**config.mk**
```make
export PLATFORM = sky130hd
export DESIGN_NAME = rbi_cell
export DESIGN_NICKNAME = d
export VERILOG_FILES = /design/src/sv/rbi_pkg.sv /design/src/sv/rbi_cell.sv
export SDC_FILE = /design/constraint.sdc
export NUM_CORES = 1
export LEC_CHECK = 0
export BUFFER_PORTS_ARGS = -buffer_cell sky130_fd_sc_hd__buf_2
export CELL_PAD_IN_SITES_DETAIL_PLACEMENT = 0
export CELL_PAD_IN_SITES_GLOBAL_PLACEMENT = 1
export CORE_ASPECT_RATIO = 1.5
export CORE_MARGIN = 2
export CORE_UTILIZATION = 40
export CTS_BUF_LIST = sky130_fd_sc_hd__clkbuf_8 sky130_fd_sc_hd__clkbuf_16
export DETAILED_ROUTE_END_ITERATION = 8
export PLACE_DENSITY = 0.73
export SLEW_MARGIN = 15
export SYNTH_ARGS = -nofsm -noshare
export SYNTH_HDL_FRONTEND = slang
export SYNTH_SLANG_ARGS = --single-unit
```
**constraint.sdc**
```tcl
create_clock -name clk_i -period 5.9 [get_ports clk_i]
set_input_delay 1.77 -clock clk_i [delete_from_list [all_inputs] [get_ports clk_i]]
set_output_delay 1.77 -clock clk_i [all_outputs]
set_load 0.02 [all_outputs]
```
**src/sv/rbi_pkg.sv**
```systemverilog
// Package for the ray/box intersection unit: widths, tolerances and the face table.
// Used by every module of the block; it depends on nothing.
`timescale 1ns / 1ps
package rbi_pkg;

  localparam int CoordWidth = 32;
  localparam int PlaneWidth = CoordWidth + 1;
  localparam int SlackWidth = CoordWidth + 2;
  localparam int AccWidth   = 2 * CoordWidth + 5;
  localparam int FracBits   = 16;
  localparam int NumerWidth = PlaneWidth + FracBits;
  localparam int DistWidth  = 31;
  localparam int NumFaces   = 6;
  localparam int BitCntW    = $clog2(NumerWidth + 1);

  localparam logic [PlaneWidth-1:0] NearLsb  = PlaneWidth'(10);
  localparam logic [SlackWidth-1:0] SlackLsb = SlackWidth'(98);
  localparam logic [DistWidth-1:0]  DistMax  = {DistWidth{1'b1}};

  function automatic logic [1:0] face_axis(input logic [2:0] face);
    case (face)
      3'd0, 3'd1: face_axis = 2'd1;
      3'd2, 3'd3: face_axis = 2'd0;
      default:    face_axis = 2'd2;
    endcase
  endfunction

endpackage

```
**src/sv/rbi_cell.sv**
```systemverilog
// One cell of the plane check chain: accumulates (plane + slack) * |cos| + cos_j * |dist|
// one multiplier bit per cycle while step_i is high; ANDs its verdict into the chain. Uses rbi_pkg.
`timescale 1ns / 1ps
module rbi_cell (
  input  logic                                 clk_i,
  input  logic                                 rst_ni,
  input  logic                                 clear_i,
  input  logic                                 step_i,
  input  logic signed [rbi_pkg::SlackWidth-1:0] pv_i,
  input  logic signed [rbi_pkg::PlaneWidth-1:0] pc_i,
  input  logic                                 cm_bit_i,
  input  logic                                 dm_bit_i,
  input  logic                                 skip_i,
  input  logic                                 ok_i,
  output logic                                 ok_o
);
  import rbi_pkg::*;

  logic signed [AccWidth-1:0] acc_q, acc_d;

  always_comb begin
    acc_d = acc_q <<< 1;
    if (cm_bit_i) begin
      acc_d = acc_d + AccWidth'(pv_i);
    end
    if (dm_bit_i) begin
      acc_d = acc_d + AccWidth'(pc_i);
    end
  end

  always_ff @(posedge clk_i or negedge rst_ni) begin
    if (!rst_ni) begin
      acc_q <= '0;
    end else if (clear_i) begin
      acc_q <= '0;
    end else if (step_i) begin
      acc_q <= acc_d;
    end
  end

  assign ok_o = ok_i & (skip_i | ~acc_q[AccWidth-1]);

endmodule

```
# After elaboration in Yosys (flattened, before gate mapping)
# Index checks and enable logic that the tools add are counted.
dict set report totals {
  romBits 0
  n_memories 0
  in_bits 75
  ramBits 0
  wordCells 11
  ff_bits 69
  latchBits 0
}
dict set report op_classes {
  eq_ne 0
  multipliers 0
  bitwise_logic 3
  n_shift 0
  add_sub_neg 2
  magnitude_cmp 0
  n_reduce_logical 1
  n_div 0
  muxes 4
}
# operator count
set op_table {}
lappend op_table {{$mux W69} 4}
lappend op_table {{$add A69 B33 Y69} 1}
lappend op_table {{$add A69 B34 Y69} 1}
lappend op_table {{$reduce_bool A2 Y1} 1}
lappend op_table {{$and A1 B1 Y1} 1}
lappend op_table {{$not A1 Y1} 1}
lappend op_table {{$or A1 B1 Y1} 1}

# Depth between registers and ports, before layout
dict set report depth {
  word_depth 6
  depth_mapped 26
  mapped_depth_nobuf 25
}

# Least setup slack after synthesis
# OpenSTA, ideal clock, no wires.
dict set report synth_timing {
  path_type {input port to flip-flop}
  start {in pv_i[1] (netlist name)}
  end {reg acc_q[62]}
  n_path_buf 1
  setup_ns 0.134
  arrival_ns 6.513
  setup_slack_ns -0.747
  stages 25
  path_cell_list {ha_1 > fa_1 > a21o_2 > nand4_1 > a211o_1 > and3_4 > o211a_4 > nor2_1 > a31o_1 > a41oi_1 > xnor2_1 > mux2_2 > ha_1 > clkbuf_1 > a21oi_1 > o21bai_1 > a221o_1 > a221oi_1 > nand2b_1 > o2111ai_1 > a31oi_1 > o21bai_1 > xor2_1 > a222oi_1 > o21ai_1}
}
dict set report synth_between {
  elab_chain_len 6
}
# item line_no
set synth_rtl {}
lappend synth_rtl {{from (decl)} rbi_cell.sv:9} ;# input logic signed [rbi_pkg::SlackWidth-1:0] pv_i,
lappend synth_rtl {{$add A69 B34 Y69 *} rbi_cell.sv:24} ;# acc_d = acc_d + AccWidth'(pv_i);
lappend synth_rtl {{$mux W69 *} rbi_cell.sv:23} ;# if (cm_bit_i) begin
lappend synth_rtl {{$add A69 B33 Y69} rbi_cell.sv:27} ;# acc_d = acc_d + AccWidth'(pc_i);
lappend synth_rtl {{$mux W69 *} rbi_cell.sv:26} ;# if (dm_bit_i) begin
lappend synth_rtl {{$mux W69 *} rbi_cell.sv:36} ;# end else if (step_i) begin
lappend synth_rtl {{$mux W69 *} rbi_cell.sv:34} ;# end else if (clear_i) begin
lappend synth_rtl {{to (signal assigned)} rbi_cell.sv:33} ;# acc_q <= '0;
lappend synth_rtl {{to (signal assigned)} rbi_cell.sv:35} ;# acc_q <= '0;
lappend synth_rtl {{to (signal assigned)} rbi_cell.sv:37} ;# acc_q <= acc_d;
lappend synth_rtl {{to (decl)} rbi_cell.sv:19} ;# logic signed [AccWidth-1:0] acc_q, acc_d;
# Mark *: on every way between the ends. The rest lies on a longest branch, timed or not. The select of a mux whose other input is x is not followed.
# A chain may end at the register's enable or synchronous reset.

# Worst setup path in the final report
dict set report layout_timing {
  start {in pv_i[1] (netlist name)}
  end {reg acc_q[52]}
}
# The elaborated chain is that of the path after synthesis.

==> flow_summary.ini <==
[placement]
dp_cells = 2669
gp_congestion = 1.009
portBuffers = 75
dpl.hpwl_um = 48280

[routing]
ant_nets = 0
routedWlPerCell_um = 21.69
wl_um = 59570
drcViolationCount = 0
first_pass_iters = 5
viasPerCell = 5.866
vias = 16110
initialDrtViolationCount = 725

[synth]
synth.yosys.seq_area_share_pct = 13.78
syn_avg_cell_area_um2 = 7.269
syn_area_um2 = 12530
ys_top_cells_by_area = dfrtp_1 14%, ha_1 13%, a21oi_1 7.2%
synth_seq_cells = 69
synth_async_sr_flop_share_pct = 100.0
syn_inst = 1724
syn-num-nets = 1936
synth-edff-count = 0
synth_largest_area_cell = dfrtp_1
yosys.area.top_type_share_pct = 13.78
ys_types = 85
yosysWarnings = 0
ys.flop_type = dfrtp_1

[sta]
clock.fmax_mhz = 153.0
skew_ps = 9.456
max_slew_margin_pct = 43.04
setup_ws_ps = -635.6
period_share_pct = 110.8
period_minus_slack_ps = 6536
rsz0062_at_grt = true
hold_viol = 0
slew_violations = 0
tightestPinTransition_ps = 853.5
setup_viol = 47

[floorplanning]
die_h_um = 220.8
die-area_um2 = 32790
io-pin-count = 76
start_util_pct = 40.51
num_rows = 79
die_w_um = 148.5
core_area_um2 = 30940

[setup_path]
cp.arrival_ps = 6720
cp-end-kind = register
critical_path_required_ps = 6080
cp-start-kind = primary input
crit_end = acc_q[52]
crit_type = in -> reg
ff2ff_path_depth = 24
startpoint = pv_i[1]
reg2reg_setup_slack_ps = 410
r2r-end = acc_q[52]
crit_fanout = 5
timing.rr.start = acc_q[15]

[layout]
fin_nets = 2548
instances_no_fill = 2747
post-route-util_pct = 65.00
drive_gt1_share_pct = 44.34
fill_cells = 2753
regMostFlops = acc_q
largest_reg_flops = 69
reg_top3 = acc_q: 69 flops
areaGrowthSynthToFinish_pct = 60.46

[cts]
clkLatencyLatePin_ps = 340
clock-sinks = 69
cts_tree = done
htreeDepth = 3
clkSlewWorstSetupHoldPaths_ps = 60
ctsHoldBuffers = 0
cts_root_buf = clkbuf_16
cts_buffers = 9
ctsLongestPathBuffers = 2

[global_route]
gr-total-overflow = 0
grt_pass1_vias = 16710
grt_pass1_wl_um = 89190
grtUsageTotal_pct = 35.44
antenna_found_initial = 3
grt_start_max_net_pins = 79

[worst_hold_path]
hold_class = reg -> reg
min_from = acc_q[34]

[power]
peakVddDrop_mv = 0.1853
p_leak_uw = 0.009429
power_uw = 7090
power_per_cell_area_nw_per_um2 = 352.6

[flow_run]
drv_cap = 0

[outcome]
status = finished, violations left
violations = negative setup slack
## logic make-up (layout without fill, tap and decap cells)
logic type | after synthesis | after routing | share of synthesized area, %
buf+inv | 144 | 761 | 4.433
other cells | 0 | 1 | 0
fa+ha+maj | 137 | 137 | 13.80
flops | 69 | 69 | 13.78
mux | 63 | 63 | 5.521
simple gates | 572 | 572 | 21.13
xor+xnor | 119 | 119 | 8.317
compound gates | 620 | 620 | 33.03
## placed cells by master (no fill, tap or decap), types with 14 or more instances in the layout
master,netlist,routed
nor2b_1,14,14
o21ai_2,2,14
xor2_1,44,35
dfrtp_1,69,69
xnor2_2,0,16
nand3_1,38,33
mux2_2,49,36
nor3_1,35,27
a21oi_1,181,140
inv_1,40,40
o211ai_1,14,14
ha_1,135,106
nor2_1,171,161
ha_4,0,29
nand4_1,49,49
nand2_1,182,165
o21a_1,18,18
a211oi_1,36,27
xnor2_1,75,54
buf_4,0,598
buf_6,1,35
buf_2,4,69
o21bai_1,29,25
o21ai_0,101,73
o21ai_1,18,29
a21oi_2,3,38
a21o_1,68,68
## where the power goes
group	switching [µW]	internal, µW	leakage (µW)
registers	128	548	0.000910
clock network	223	407	0.000169
logic	2920	2860	0.00835
## Yosys cell counts (5+ instances only)
master and number:
nor3_1 35, o21a_1 18, a2111oi_0 8, a221o_1 11, mux2_2 49, o21ai_1 18, nand2_1 182, a221oi_1 6
nand4_1 49, a21boi_0 7, a211oi_1 36, o21ai_0 101, nor4_1 11, ha_1 135, a22oi_1 8, a21o_1 68
o211ai_1 14, dfrtp_1 69, o31a_1 5, or4_1 6, o31ai_1 7, a21oi_1 181, a311oi_1 14, clkbuf_1 93
mux2i_1 14, o21bai_1 29, or3_1 13, xor2_1 44, o221ai_1 8, nor2_1 171, nand2b_1 11, xnor2_1 75
nand3_1 38, and3_1 11, and2_1 12, inv_1 40, a211o_1 5, a31oi_1 14, nor2b_1 14
## critical path: stages
cell,delay (ps)
buf_6,100
ha_4,160
fa_2,350
a21o_2,200
nand4_1,110
a211o_1,180
and3_4,210
o211a_4,190
o32ai_4,120
o21a_4,260
xnor2_1,360
a21oi_2,170
ha_1,400
buf_4,190
inv_1,150
o21bai_1,160
or4_4,570
o21ai_4,220
buf_6,130
o31ai_2,50
xnor2_1,200
buf_4,150
nor2_1,40
a21oi_2,180
a211oi_1,100
## layer usage
metal  vias up  GRT usage [%]  share of wire, %
met2       535          70.22                54
met4         0          33.87                12
met1      7647          30.20                31
li1       7662              -                 -
met5         -              0                 0
met3       269          3.340               3.1
## worst min-delay path by stage
stage | endpoint | slack [ps] | cells after the start
after floorplan | acc_q[10] | 470 | 2
after global placement | acc_q[34] | 530 | 2
after detailed placement | acc_q[34] | 550 | 2
after CTS | acc_q[34] | 570 | 2
after global routing | acc_q[48] | 610 | 2
final | acc_q[34] | 560 | 2
## final cells by class
cell class | count | area, µm² | share of cell area (%)
clock buffer | 12 | 266.5 | 1.325
timing repair buffer | 705 | 5289 | 26.30
tap | 405 | 506.7 | 2.520
inverter | 40 | 150.1 | 0.7466
antenna | 1 | 2.502 | 0.01244
multi-input combinational | 1511 | 12090 | 60.12
sequential | 69 | 1727 | 8.586
clock inverter | 4 | 77.57 | 0.3858
## timing repair
| action | CTS | global route |
|---|---|---|
| buffers inserted | 50 | 14 |
| gates resized for setup | 223 | 91 |
| endpoints found under the setup margin | 51 | 51 |
| pin swaps | 110 | 71 |
## metrics by stage
stage	instance area (µm²)	TNS (ps)	setup WS, ps	hold WS [ps]
floorplan	12920	-4181	-408.9	471.5
global placement	17620	-40420	-1234	534.7
detailed placement	17620	-42970	-1332	546.4
CTS	19510	-14460	-539.6	565.5
global route	20110	-26820	-862.9	609.7
finish	20110	-17600	-635.6	562.8
Power figures use the tool's default switching activity.
