<file path="src/sv/rbi_pkg.sv">
// Package for the ray/box intersection unit: widths, tolerances and the face table.
// Used by every module of the block; it depends on nothing.
`timescale 1ns / 1ps
package rbi_pkg;

  localparam int CoordWidth = 32;
  localparam int PlaneWidth = CoordWidth + 1;
  localparam int SlackWidth = CoordWidth + 2;
  localparam int AccWidth   = 2 * CoordWidth + 5;
  localparam int FracBits   = 16;
  localparam int NumerWidth = PlaneWidth + FracBits;
  localparam int DistWidth  = 31;
  localparam int NumFaces   = 6;
  localparam int BitCntW    = $clog2(NumerWidth + 1);

  localparam logic [PlaneWidth-1:0] NearLsb  = PlaneWidth'(10);
  localparam logic [SlackWidth-1:0] SlackLsb = SlackWidth'(98);
  localparam logic [DistWidth-1:0]  DistMax  = {DistWidth{1'b1}};

  function automatic logic [1:0] face_axis(input logic [2:0] face);
    case (face)
      3'd0, 3'd1: face_axis = 2'd1;
      3'd2, 3'd3: face_axis = 2'd0;
      default:    face_axis = 2'd2;
    endcase
  endfunction

endpackage

</file>
<file path="src/sv/rbi_div.sv">
// Restoring divider, one quotient bit per cycle: floor(dm * 2^16 / cm).
// The caller rules out quotients that do not fit. Depends on rbi_pkg.
`timescale 1ns / 1ps
module rbi_div (
  input  logic                              clk_i,
  input  logic                              rst_ni,
  input  logic                              start_i,
  input  logic [rbi_pkg::PlaneWidth-1:0]    dm_i,
  input  logic [rbi_pkg::PlaneWidth-1:0]    cm_i,
  output logic                              done_o,
  output logic [rbi_pkg::DistWidth-1:0]     quo_o
);
  import rbi_pkg::*;

  logic                  busy_q;
  logic [BitCntW-1:0]    cnt_q;
  logic [NumerWidth-1:0] num_q;
  logic [PlaneWidth:0]   rem_q, rem_sh;
  logic [DistWidth-1:0]  quo_q;
  logic                  done_q;
  logic                  fits;

  assign rem_sh = {rem_q[PlaneWidth-1:0], num_q[NumerWidth-1]};
  assign fits   = rem_sh >= {1'b0, cm_i};

  always_ff @(posedge clk_i or negedge rst_ni) begin
    if (!rst_ni) begin
      busy_q <= 1'b0;
      done_q <= 1'b0;
      cnt_q  <= '0;
    end else begin
      done_q <= 1'b0;
      if (start_i) begin
        busy_q <= 1'b1;
        cnt_q  <= BitCntW'(NumerWidth);
        num_q  <= {dm_i, {FracBits{1'b0}}};
        rem_q  <= '0;
        quo_q  <= '0;
      end else if (busy_q) begin
        num_q <= num_q << 1;
        rem_q <= fits ? rem_sh - {1'b0, cm_i} : rem_sh;
        quo_q <= {quo_q[DistWidth-2:0], fits};
        cnt_q <= cnt_q - 1'b1;
        if (cnt_q == BitCntW'(1)) begin
          busy_q <= 1'b0;
          done_q <= 1'b1;
        end
      end
    end
  end

  assign done_o = done_q;
  assign quo_o  = quo_q;

endmodule

</file>
<file path="config.mk">
export PLATFORM = sky130hd
export DESIGN_NAME = rbi_div
export DESIGN_NICKNAME = d
export VERILOG_FILES = /design/src/sv/rbi_pkg.sv /design/src/sv/rbi_div.sv
export SDC_FILE = /design/constraint.sdc
export NUM_CORES = 1
export LEC_CHECK = 0
export BUFFER_PORTS_ARGS = -buffer_cell sky130_fd_sc_hd__buf_4
export CORE_MARGIN = 5
export CORE_UTILIZATION = 55
export CTS_CLUSTER_DIAMETER = 30
export DETAILED_ROUTE_END_ITERATION = 6
export GPL_ROUTABILITY_DRIVEN = 0
export PLACE_DENSITY_LB_ADDON = 0.1
export SKIP_LAST_GASP = 1
export SYNTH_ARGS = -nofsm -noshare
export SYNTH_HDL_FRONTEND = slang
export SYNTH_SLANG_ARGS = --single-unit
export TNS_END_PERCENT = 20
</file>
<file path="constraint.sdc">
create_clock -name clk_i -period 3.9 [get_ports clk_i]
set_clock_uncertainty 0.05 [all_clocks]
set_input_delay 0.585 -clock clk_i [delete_from_list [all_inputs] [get_ports clk_i]]
set_output_delay 0.585 -clock clk_i [all_outputs]
set_load 0.005 [all_outputs]
</file>
After elaboration in Yosys (flattened, before gate mapping)

Index checks and enable logic that the tools add are counted.

Register bits: 122
Input bits: 69
Output and inout port bits: 32
Word-level logic and storage cells: 26

Add/sub/neg operators: 2
Order comparisons: 1
Eq/ne operators: 1
Mux-type cells: 13
Reductions and logical operators: 2

Operator list:

| kind                  | number |
|---|---|
| $mux W49              | 2 |
| $mux W34              | 2 |
| $ge A34 B33 Y1        | 1 |
| $sub A34 B33 Y34      | 1 |
| $mux W31              | 1 |
| $mux W6               | 2 |
| $eq A6 B1 Y1 const B  | 1 |
| $mux W1               | 6 |
| $sub A6 B1 Y6 const B | 1 |
| $reduce_and A2 Y1     | 1 |
| $reduce_bool A2 Y1    | 1 |

Longest topological paths before layout

Gate-level depths: netlist (run 1).

Depth in word-level cells: 4
Depth in mapped cells: 14
Mapped depth without buffers: 12

Least setup slack after synthesis (run 1)

No wires, ideal clock.

Kind: input -> register
Start point: in cm_i[0] (netlist bit)
End point: reg rem_q[10], data pin
Library setup time: 174 ps
Arrival: 3,009 ps
Required time: 3,676 ps
Setup slack: 667 ps
Stages: 12
Path buffers: 1
Cell sequence: ha_1 -> fa_1 -> inv_1 -> a21o_1 -> a221oi_2 -> o311a_1 -> nor2b_4 -> o21a_1 -> o21a_1 -> buf_6 -> or3b_1 -> a311oi_1

Cells in the longest elaborated chain, start to end: 3
Elaborated cells on any way between the ends: 4
Those cells by class: 1 x add/sub; 1 x order compare; 2 x mux

Ends and longest elaborated chain:

| what                                               | RTL line                     | source |
|---|---|---|
| from (decl)                                        | rbi_div.sv:9                 | `input logic [rbi_pkg::PlaneWidth-1:0] cm_i,` |
| $sub A34 B33 Y34 or $ge A34 B33 Y1 (tied branches) | rbi_div.sv:41, rbi_div.sv:24 |  |
| $mux W34 *                                         | rbi_div.sv:41                | `rem_q <= fits ? rem_sh - {1'b0, cm_i} : rem_sh;` |
| $mux W34 *                                         | rbi_div.sv:39                | `end else if (busy_q) begin` |
| to (signal assigned)                               | rbi_div.sv:41                |  |
| to (decl)                                          | rbi_div.sv:18                | `logic [PlaneWidth:0] rem_q, rem_sh;` |

Mark *: on every way between the ends. The rest lies on a longest branch, timed or not.
A chain may end at the register's enable or synchronous reset.

Worst setup path in the final report (run 1)

Start point: reg num_q[48]
End point: reg rem_q[16], data pin

Cells in the longest elaborated chain, start to end: 3
Elaborated cells on any way between the ends: 4
Those cells by class: 1 x add/sub; 1 x order compare; 2 x mux

Ends and longest elaborated chain:

| what                                               | RTL line                     | source |
|---|---|---|
| from (decl)                                        | rbi_div.sv:17                | `logic [NumerWidth-1:0] num_q;` |
| from (signal assigned)                             | rbi_div.sv:36                | `num_q <= {dm_i, {FracBits{1'b0}}};` |
| from (signal assigned)                             | rbi_div.sv:40                | `num_q <= num_q << 1;` |
| $sub A34 B33 Y34 or $ge A34 B33 Y1 (tied branches) | rbi_div.sv:41, rbi_div.sv:24 |  |
| $mux W34 *                                         | rbi_div.sv:41                |  |
| $mux W34 *                                         | rbi_div.sv:39                |  |

Marks and branches as above.

==> summary.md, run 1 <==
| Metric | Value |
|---|---|
| Outcome | `completed` |
| Vias after detailed routing | `5,909` |
| Count leader, synth | `edfxtp_1` |
| Die width | `between 100 and 150 um` |
| Antenna violations before repair | `0` |
| Max IR drop VDD | `roughly 0.4 mV` |
| CTS max path bufs | `2` |
| Max Cap Violations | `0` |
| CP max stage delay | `450 ps` |
| Mapped Nets | `826` |
| Pins Over Slew Limit | `0` |
| RR Startpoint | `num_q[48]$_DFFE_PP_` |
| Hold WC Path Type | `input pin to flip-flop` |
| Cell area power density | `489 nW/um2` |
| Reg-to-reg endpoint | `rem_q[16]$_SDFFCE_PP0P_` |
| Total GRT Usage | `22.0%` |
| CTS tree | `done` |
| Synth cell types | `64` |
| Iter 0 DRT Violations | `566` |
| Synth cell count leaders | `113 x edfxtp_1, 88 x nor2_1, 64 x nand2_1, 47 x inv_1, 46 x mux2i_1` |
| Grt total ovfl | `0` |
| Synthesized cell area | `around 7400 um2` |
| Number of global-route vias before repair | `5,912` |
| Design area | `between 8000 and 9000 um2` |
| Cts-stage hold buffer count | `0` |
| Slowest-stage cell, CP | `a221oi_2` |
| Core Area | `13,200 um2` |
| Layout cells sized above 1 | `a little under a fifth` |
| Fillers | `between 1,000 and 1,500` |
| I/O Buffers | `100` |
| Top cells by area, synth | `edfxtp_1 46%, mux2i_1 6.2%, ha_1 5.9%` |
| Crit. End Element | `flip-flop` |
| Post-Syn Instances | `721` |
| Post-CTS sizing | `0` |
| Worst slack, placed | `approximately 240 ps` |
| Slew margin rel. | `27.0%` |
| DR vias/cell | `about 6` |
| Final Hold Fails | `0` |
| Slew @ Worst Pin | `roughly 1100 ps` |
| Fin worst setup slack | `386 ps` |
| Pwr Total | `4.38 mW` |
| Initial Utilization | `56.1%` |
| Worst Path Buf+Inv | `3` |
| Multi-input logic area | `3500 um2` |
| Setup TNS | `0 ps` |
| Critical-path maximum fanout | `14` |
| R2r worst-path depth | `13` |
| Number of setup buffers added after CTS | `0` |
| CP delay by family, top | `compound AO/OA/AOI/OAI gates` |
| Startpoint Class | `flip-flop` |
| Detail-routed net length per standard cell | `17.5 um` |
| Global-route wire length before repair | `28,700 um` |
| Async set or reset register ratio after synthesis | `6.61%` |
| Crit share post-route | `between 90% and 100%` |
| Clk sink count | `121` |
| Reg clk slew, reported paths | `about 60 ps` |
| Critical path class | `flip-flop to flip-flop` |
| Leading area contributor after synthesis | `edfxtp_1` |
| DP HPWL | `11,600 um` |
| Worst EP arrival | `3680 ps` |
| ANT nets after route | `0` |
| Critical path depth | `13` |
| Pin count of the biggest net entering global routing | `84` |
| Num CTS Buffers | `17` |
| CP cell instances | `inv_1 > ha_1 > fa_1 > inv_1 > a21o_1 > a221oi_2 > o311a_1 > nor2b_4 > o21a_1 > o21a_1 > buf_4 > nand2_1 > a311oi_1` |
| FP Rows | `42` |
| Wirelength, routed | `17,500 um` |
| Worst reg2reg setup slack | `390 ps` |
| Synthesized area per cell | `roughly 10 um2` |
| Clk_lat worst skew | `410 ps` |
| Reg area | `3600 um2` |
| Fmax | `285 MHz` |
| Residual DRC | `0` |
| Sequential fraction of the synthesis area | `48.4%` |
| Setup violators final | `0` |
| End of the critical path | `rem_q[16]$_SDFFCE_PP0P_` |
| Post-synth top flop | `edfxtp_1` |
| H-tree levels | `4` |
| DIE HEIGHT | `126 um` |
| EDFF count, synth | `around 110` |
| Clk root buf | `clkbuf_16` |
| Worst setup startpoint | `num_q[48]$_DFFE_PP_` |
| #FFs+latches synth | `121` |
| Fin crit period | `3510 ps` |
| Nets | `915` |
| Placement-stage cell area | `between 8000 and 9000 um2` |
| Warnings from Yosys | `0` |
| Area grow syn2layout | `20.6%` |
| Die ar. | `around 16,000 um2` |
| TritonRoute pass-1 iters | `5` |
| CP required | `around 4000 ps` |
| Top-area cell type share of the netlist area | `45.7%` |
| Static leakage | `slightly above 4 nW` |
| RSZ-0062 raised after global routing | `no` |
| # IOs | `101` |
| # diodes | `0` |
per-layer routing:
layer | up-vias | global-route usage [%] | wire, um
met4 | 0 | 5.68 | 212
met5 | - | 0 | 0
met3 | 25 | 6.44 | 1100
li1 | 2861 | - | -
met1 | 2830 | 29.8 | 7880
met2 | 193 | 35.0 | 8310
power by group:
part | internal (mW) | total (mW) | switching, mW
Sequential | 1.57 | 1.66 | 0.0839
Combinational | 0.447 | 1.01 | 0.565
Clock | 1.13 | 1.71 | 0.579
Total | 3.15 | 4.38 | 1.23
worst min path at each step:
stage	endpoint	start	slack [ps]	depth (start not counted)
floorplan	busy_q$_DFF_PN0_	rst_ni	240	0
global placement	cnt_q[5]$_DFFE_PN0N_	cnt_q[5]$_DFFE_PN0N_	460	2
finish	num_q[44]$_DFFE_PP_	dm_i[28]	410	3
global route	num_q[44]$_DFFE_PP_	dm_i[28]	390	3
detailed placement	cnt_q[5]$_DFFE_PN0N_	cnt_q[5]$_DFFE_PN0N_	470	2
CTS	num_q[44]$_DFFE_PP_	dm_i[28]	390	3
per-stage QoR:
| stage | std cells | hold slack, ps | util [%] |
|---|---|---|---|
| detailed placement | 967 | 472 | 62.9 |
| CTS | 999 | 394 | 67.7 |
| global placement | 967 | 462 | 62.9 |
| finish | 999 | 408 | 67.7 |
| floorplan | 721 | 239 | - |
| global route | 999 | 394 | 67.7 |
logic make-up (layout without fill, tap and decap cells):
| kind of cell | count (synthesis) | count (layout) | synth area share, % |
|---|---|---|---|
| flops | 121 | 121 | 48.4 |
| compound gates | 183 | 183 | 18.0 |
| buf+inv | 88 | 190 | 4.66 |
| fa+ha+maj | 36 | 36 | 6.16 |
| simple gates | 217 | 217 | 13.0 |
| xor+xnor | 28 | 28 | 3.30 |
| mux | 48 | 48 | 6.50 |
cell usage in the layout (no fill, tap or decap), drive strengths merged, types with 5 or more instances in the layout:
cell type / n
a32oi: 10
a211oi: 6
inv: 48
mux2i: 46
o21a: 6
dfrtp: 8
a21oi: 38
a311oi: 21
clkbuf: 19
o21ai: 28
and3: 10
nor2b: 6
nor2: 88
edfxtp: 113
nand2: 64
buf: 111
o211ai: 6
ha: 35
nand2b: 9
xnor2: 19
clkinv: 7
a21o: 6
xor2: 9
bufinv: 5
a22o: 34
nand3: 14
nor3: 6
registers in the layout, summed over array words and instances, names as in the netlist:
name / count
num_q: 49
rem_q: 33
quo_o: 31
cnt_q: 6
busy_q: 1
done_o: 1
cell type report:
type                            count  area share, %
Timing Repair Buffer              111           9.30
Tap cell                          176           2.46
Inverter                           47           1.97
Multi-Input combinational cell    512           39.1
Clock buffer                       19           4.83
Clock inverter                     13           2.23
Sequential cell                   121           40.1
worst reg2reg max path, delay by kind of cell, from the launching register on:
family                     cells  cell delay [ps]
DFF                            1              370
buffers and inverters          3              430
and+or+nand+nor                2              270
AOI/OAI and AO/OA              6             1770
adders and majority gates      2              410
(Power assumes the default switching activity.)
==> inputs of run 2 (changes only) <==
Settings changed: CELL_PAD_IN_SITES_DETAIL_PLACEMENT set to 1, CELL_PAD_IN_SITES_GLOBAL_PLACEMENT set to 1, CORE_UTILIZATION 55 to 46.
==> run 2 against run 1 <==
Fmax down 3.1%. Register-to-register slack lost 110 ps. Power down 1.2%. Combinational power is essentially flat. Design area up 0.39%. Largest cell class unchanged. Highest routed layer unchanged.
==> summary.md, run 2 (synthesized netlist as in run 1, its figures left out) <==
| Metric | Value |
|---|---|
| Die ar. | `18,800 um2 (+18%)` |
| Hold path startpoint | `dm_i[28]` |
| Number of global-route vias before repair | `6,450 (+9.1%)` |
| Detail-routed net length per standard cell | `19.3 um (+10%)` |
| Outcome | `completed` |
| FP Rows | `46 (+9.5%)` |
| DIE HEIGHT | `137 um (+8.6%)` |
| Total GRT Usage | `21.8% (-0.19 points)` |
| Area grow syn2layout | `21.1%` |
| Wirelength, routed | `20,100 um (+15%)` |
| Grt total ovfl | `0 (unchanged)` |
| CTS max path bufs | `2 (unchanged)` |
| Residual DRC | `0 (unchanged)` |
| Fillers | `1,769 (+72%)` |
| Nets | `917 (+0.22%)` |
| Clk_lat worst skew | `430 ps (+20 ps)` |
| TritonRoute pass-1 iters | `5 (unchanged)` |
| Cell area power density | `481 nW/um2 (-1.6%)` |
| Final core occ | `56.6% (-11 points)` |
| H-tree levels | `4 (unchanged)` |
| Startpoint Class | `flip-flop` |
| Number of setup buffers added after CTS | `0 (unchanged)` |
| Pin count of the biggest net entering global routing | `64 (-24%)` |
| Fin Hold WS | `393 ps (-14.8 ps)` |
| Antenna violations before repair | `0 (unchanged)` |
| # IOs | `101 (unchanged)` |
| Max reg flops | `49 (unchanged)` |
| Setup violators final | `0 (unchanged)` |
| Iter 0 DRT Violations | `368 (-35%)` |
| DP HPWL | `14,000 um (+21%)` |
| DR vias/cell | `5.75 (-2.8%)` |
| Fmax | `276 MHz (-3.1%)` |
| Worst EP arrival | `3810 ps (+130 ps)` |
| Slew margin rel. | `44.9% (+18 points)` |
| Pwr Total | `4.32 mW (-1.2%)` |
| Worst setup startpoint | `num_q[48]$_DFFE_PP_` |
| Setup TNS | `0 ps (unchanged)` |
| Critical-path maximum fanout | `14 (unchanged)` |
| RSZ-0062 raised after global routing | `no` |
| Clk root buf | `clkbuf_16` |
| Fin crit period | `3630 ps (+112 ps)` |
| CP required | `4090 ps (+30 ps)` |
| Crit. End Element | `flip-flop` |
| Die width | `137 um (+8.6%)` |
| Layout cells sized above 1 | `18.7% (+0.56 points)` |
| Crit share post-route | `93.0% (+2.9 points)` |
| Pins Over Slew Limit | `0 (unchanged)` |
| Max IR drop VDD | `0.314 mV (-22%)` |
| ANT nets after route | `0 (unchanged)` |
| CTS tree | `done` |
| Clk sink count | `121 (unchanged)` |
| Top reg by flops | `num_q` |
| Static leakage | `4.01 nW (-0.57%)` |
| Final Hold Fails | `0 (unchanged)` |
| Reg clk slew, reported paths | `60 ps (about the same)` |
| Most frequent cells in the layout | `113 x buf_4, 113 x edfxtp_1, 88 x nor2_1` |
| Hold WC Path Type | `input pin to flip-flop` |
| Critical path class | `flip-flop to flip-flop` |
| Num CTS Buffers | `17 (unchanged)` |
| Initial Utilization | `46.8% (-9.3 points)` |
| # diodes | `0 (unchanged)` |
| Cts-stage hold buffer count | `0 (unchanged)` |
| Post-CTS sizing | `0 (unchanged)` |
| Vias after detailed routing | `5,986 (+1.3%)` |
| Global-route wire length before repair | `32,400 um (+13%)` |
| RR Startpoint | `num_q[48]$_DFFE_PP_` |
| Worst reg2reg setup slack | `270 ps (-110 ps)` |
| Slew @ Worst Pin | `827 ps (-268 ps)` |
| Max Cap Violations | `0 (unchanged)` |
| Core Area | `15,900 um2 (+20%)` |
| I/O Buffers | `100 (unchanged)` |
[run 2: changes by cell type in the layout (fill, tap and decap cells not counted), sizes merged]
cell / before / now
buf: 111 / 113
clkinv: 7 / 2
inv: 48 / 52
clkbuf: 19 / 18
bufinv: 5 / 2
clkinvlp: 0 / 5
[run 2: metal layers]
metal	track usage (%)	share of wire (%)
met2	37.9	51
met1	27.5	44
met4	6.10	1.3
met3	4.56	3.9
met5	0	0
[run 2: path summary, 6_finish.rpt]
| path | endpoint | cells after the start |
|---|---|---|
| setup / recovery | rem_q[24]$_SDFFCE_PP0P_ | 13 |
| hold / removal | num_q[44]$_DFFE_PP_ | 3 |
| setup reg to reg | rem_q[24]$_SDFFCE_PP0P_ | 13 |
| hold reg to reg | num_q[32]$_DFFE_PP_ | 1 |
| max in group asynchronous | busy_q$_DFF_PN0_ | 2 |
| min in group asynchronous | done_o$_DFF_PN0_ | 2 |
[run 2: critical path, cell delays in order (launching register included)]
cell and delay [ps]:
edfxtp_1 370, inv_1 130, ha_1 200, fa_1 230, inv_1 60, a21o_1 190
a221oi_2 490, o311a_1 280, nor2b_4 170, o21a_1 150, o21a_1 430, buf_4 300
nand2_1 80, a311oi_1 300
[run 2: layout make-up]
type	count	area, um2	share of cell area, %
multi-input combinational	512	3500	38.9
tap	216	270	3.00
clock buffer	18	439	4.88
sequential	121	3600	40.0
inverter	47	176	1.96
timing repair buffer	113	848	9.43
clock inverter	14	164	1.82
[run 2: metrics by stage]
stage          setup slack, ps  instances  instance area [um2]
2_1_floorplan              667        721                 7430
3_3_place_gp               305       1009                 8390
3_5_place_dp               137       1009                 8390
4_1_cts                    262       1041                 9000
5_1_grt                   18.4       1041                 9000
6_report                   274       1041                 9000
[run 2: report_power, final]
group / internal, mW / total [mW] / switching [mW]
logic: 0.449 / 1.04 / 0.592
registers: 1.57 / 1.66 / 0.0879
clock network: 0.973 / 1.62 / 0.650
total: 3.00 / 4.32 / 1.33
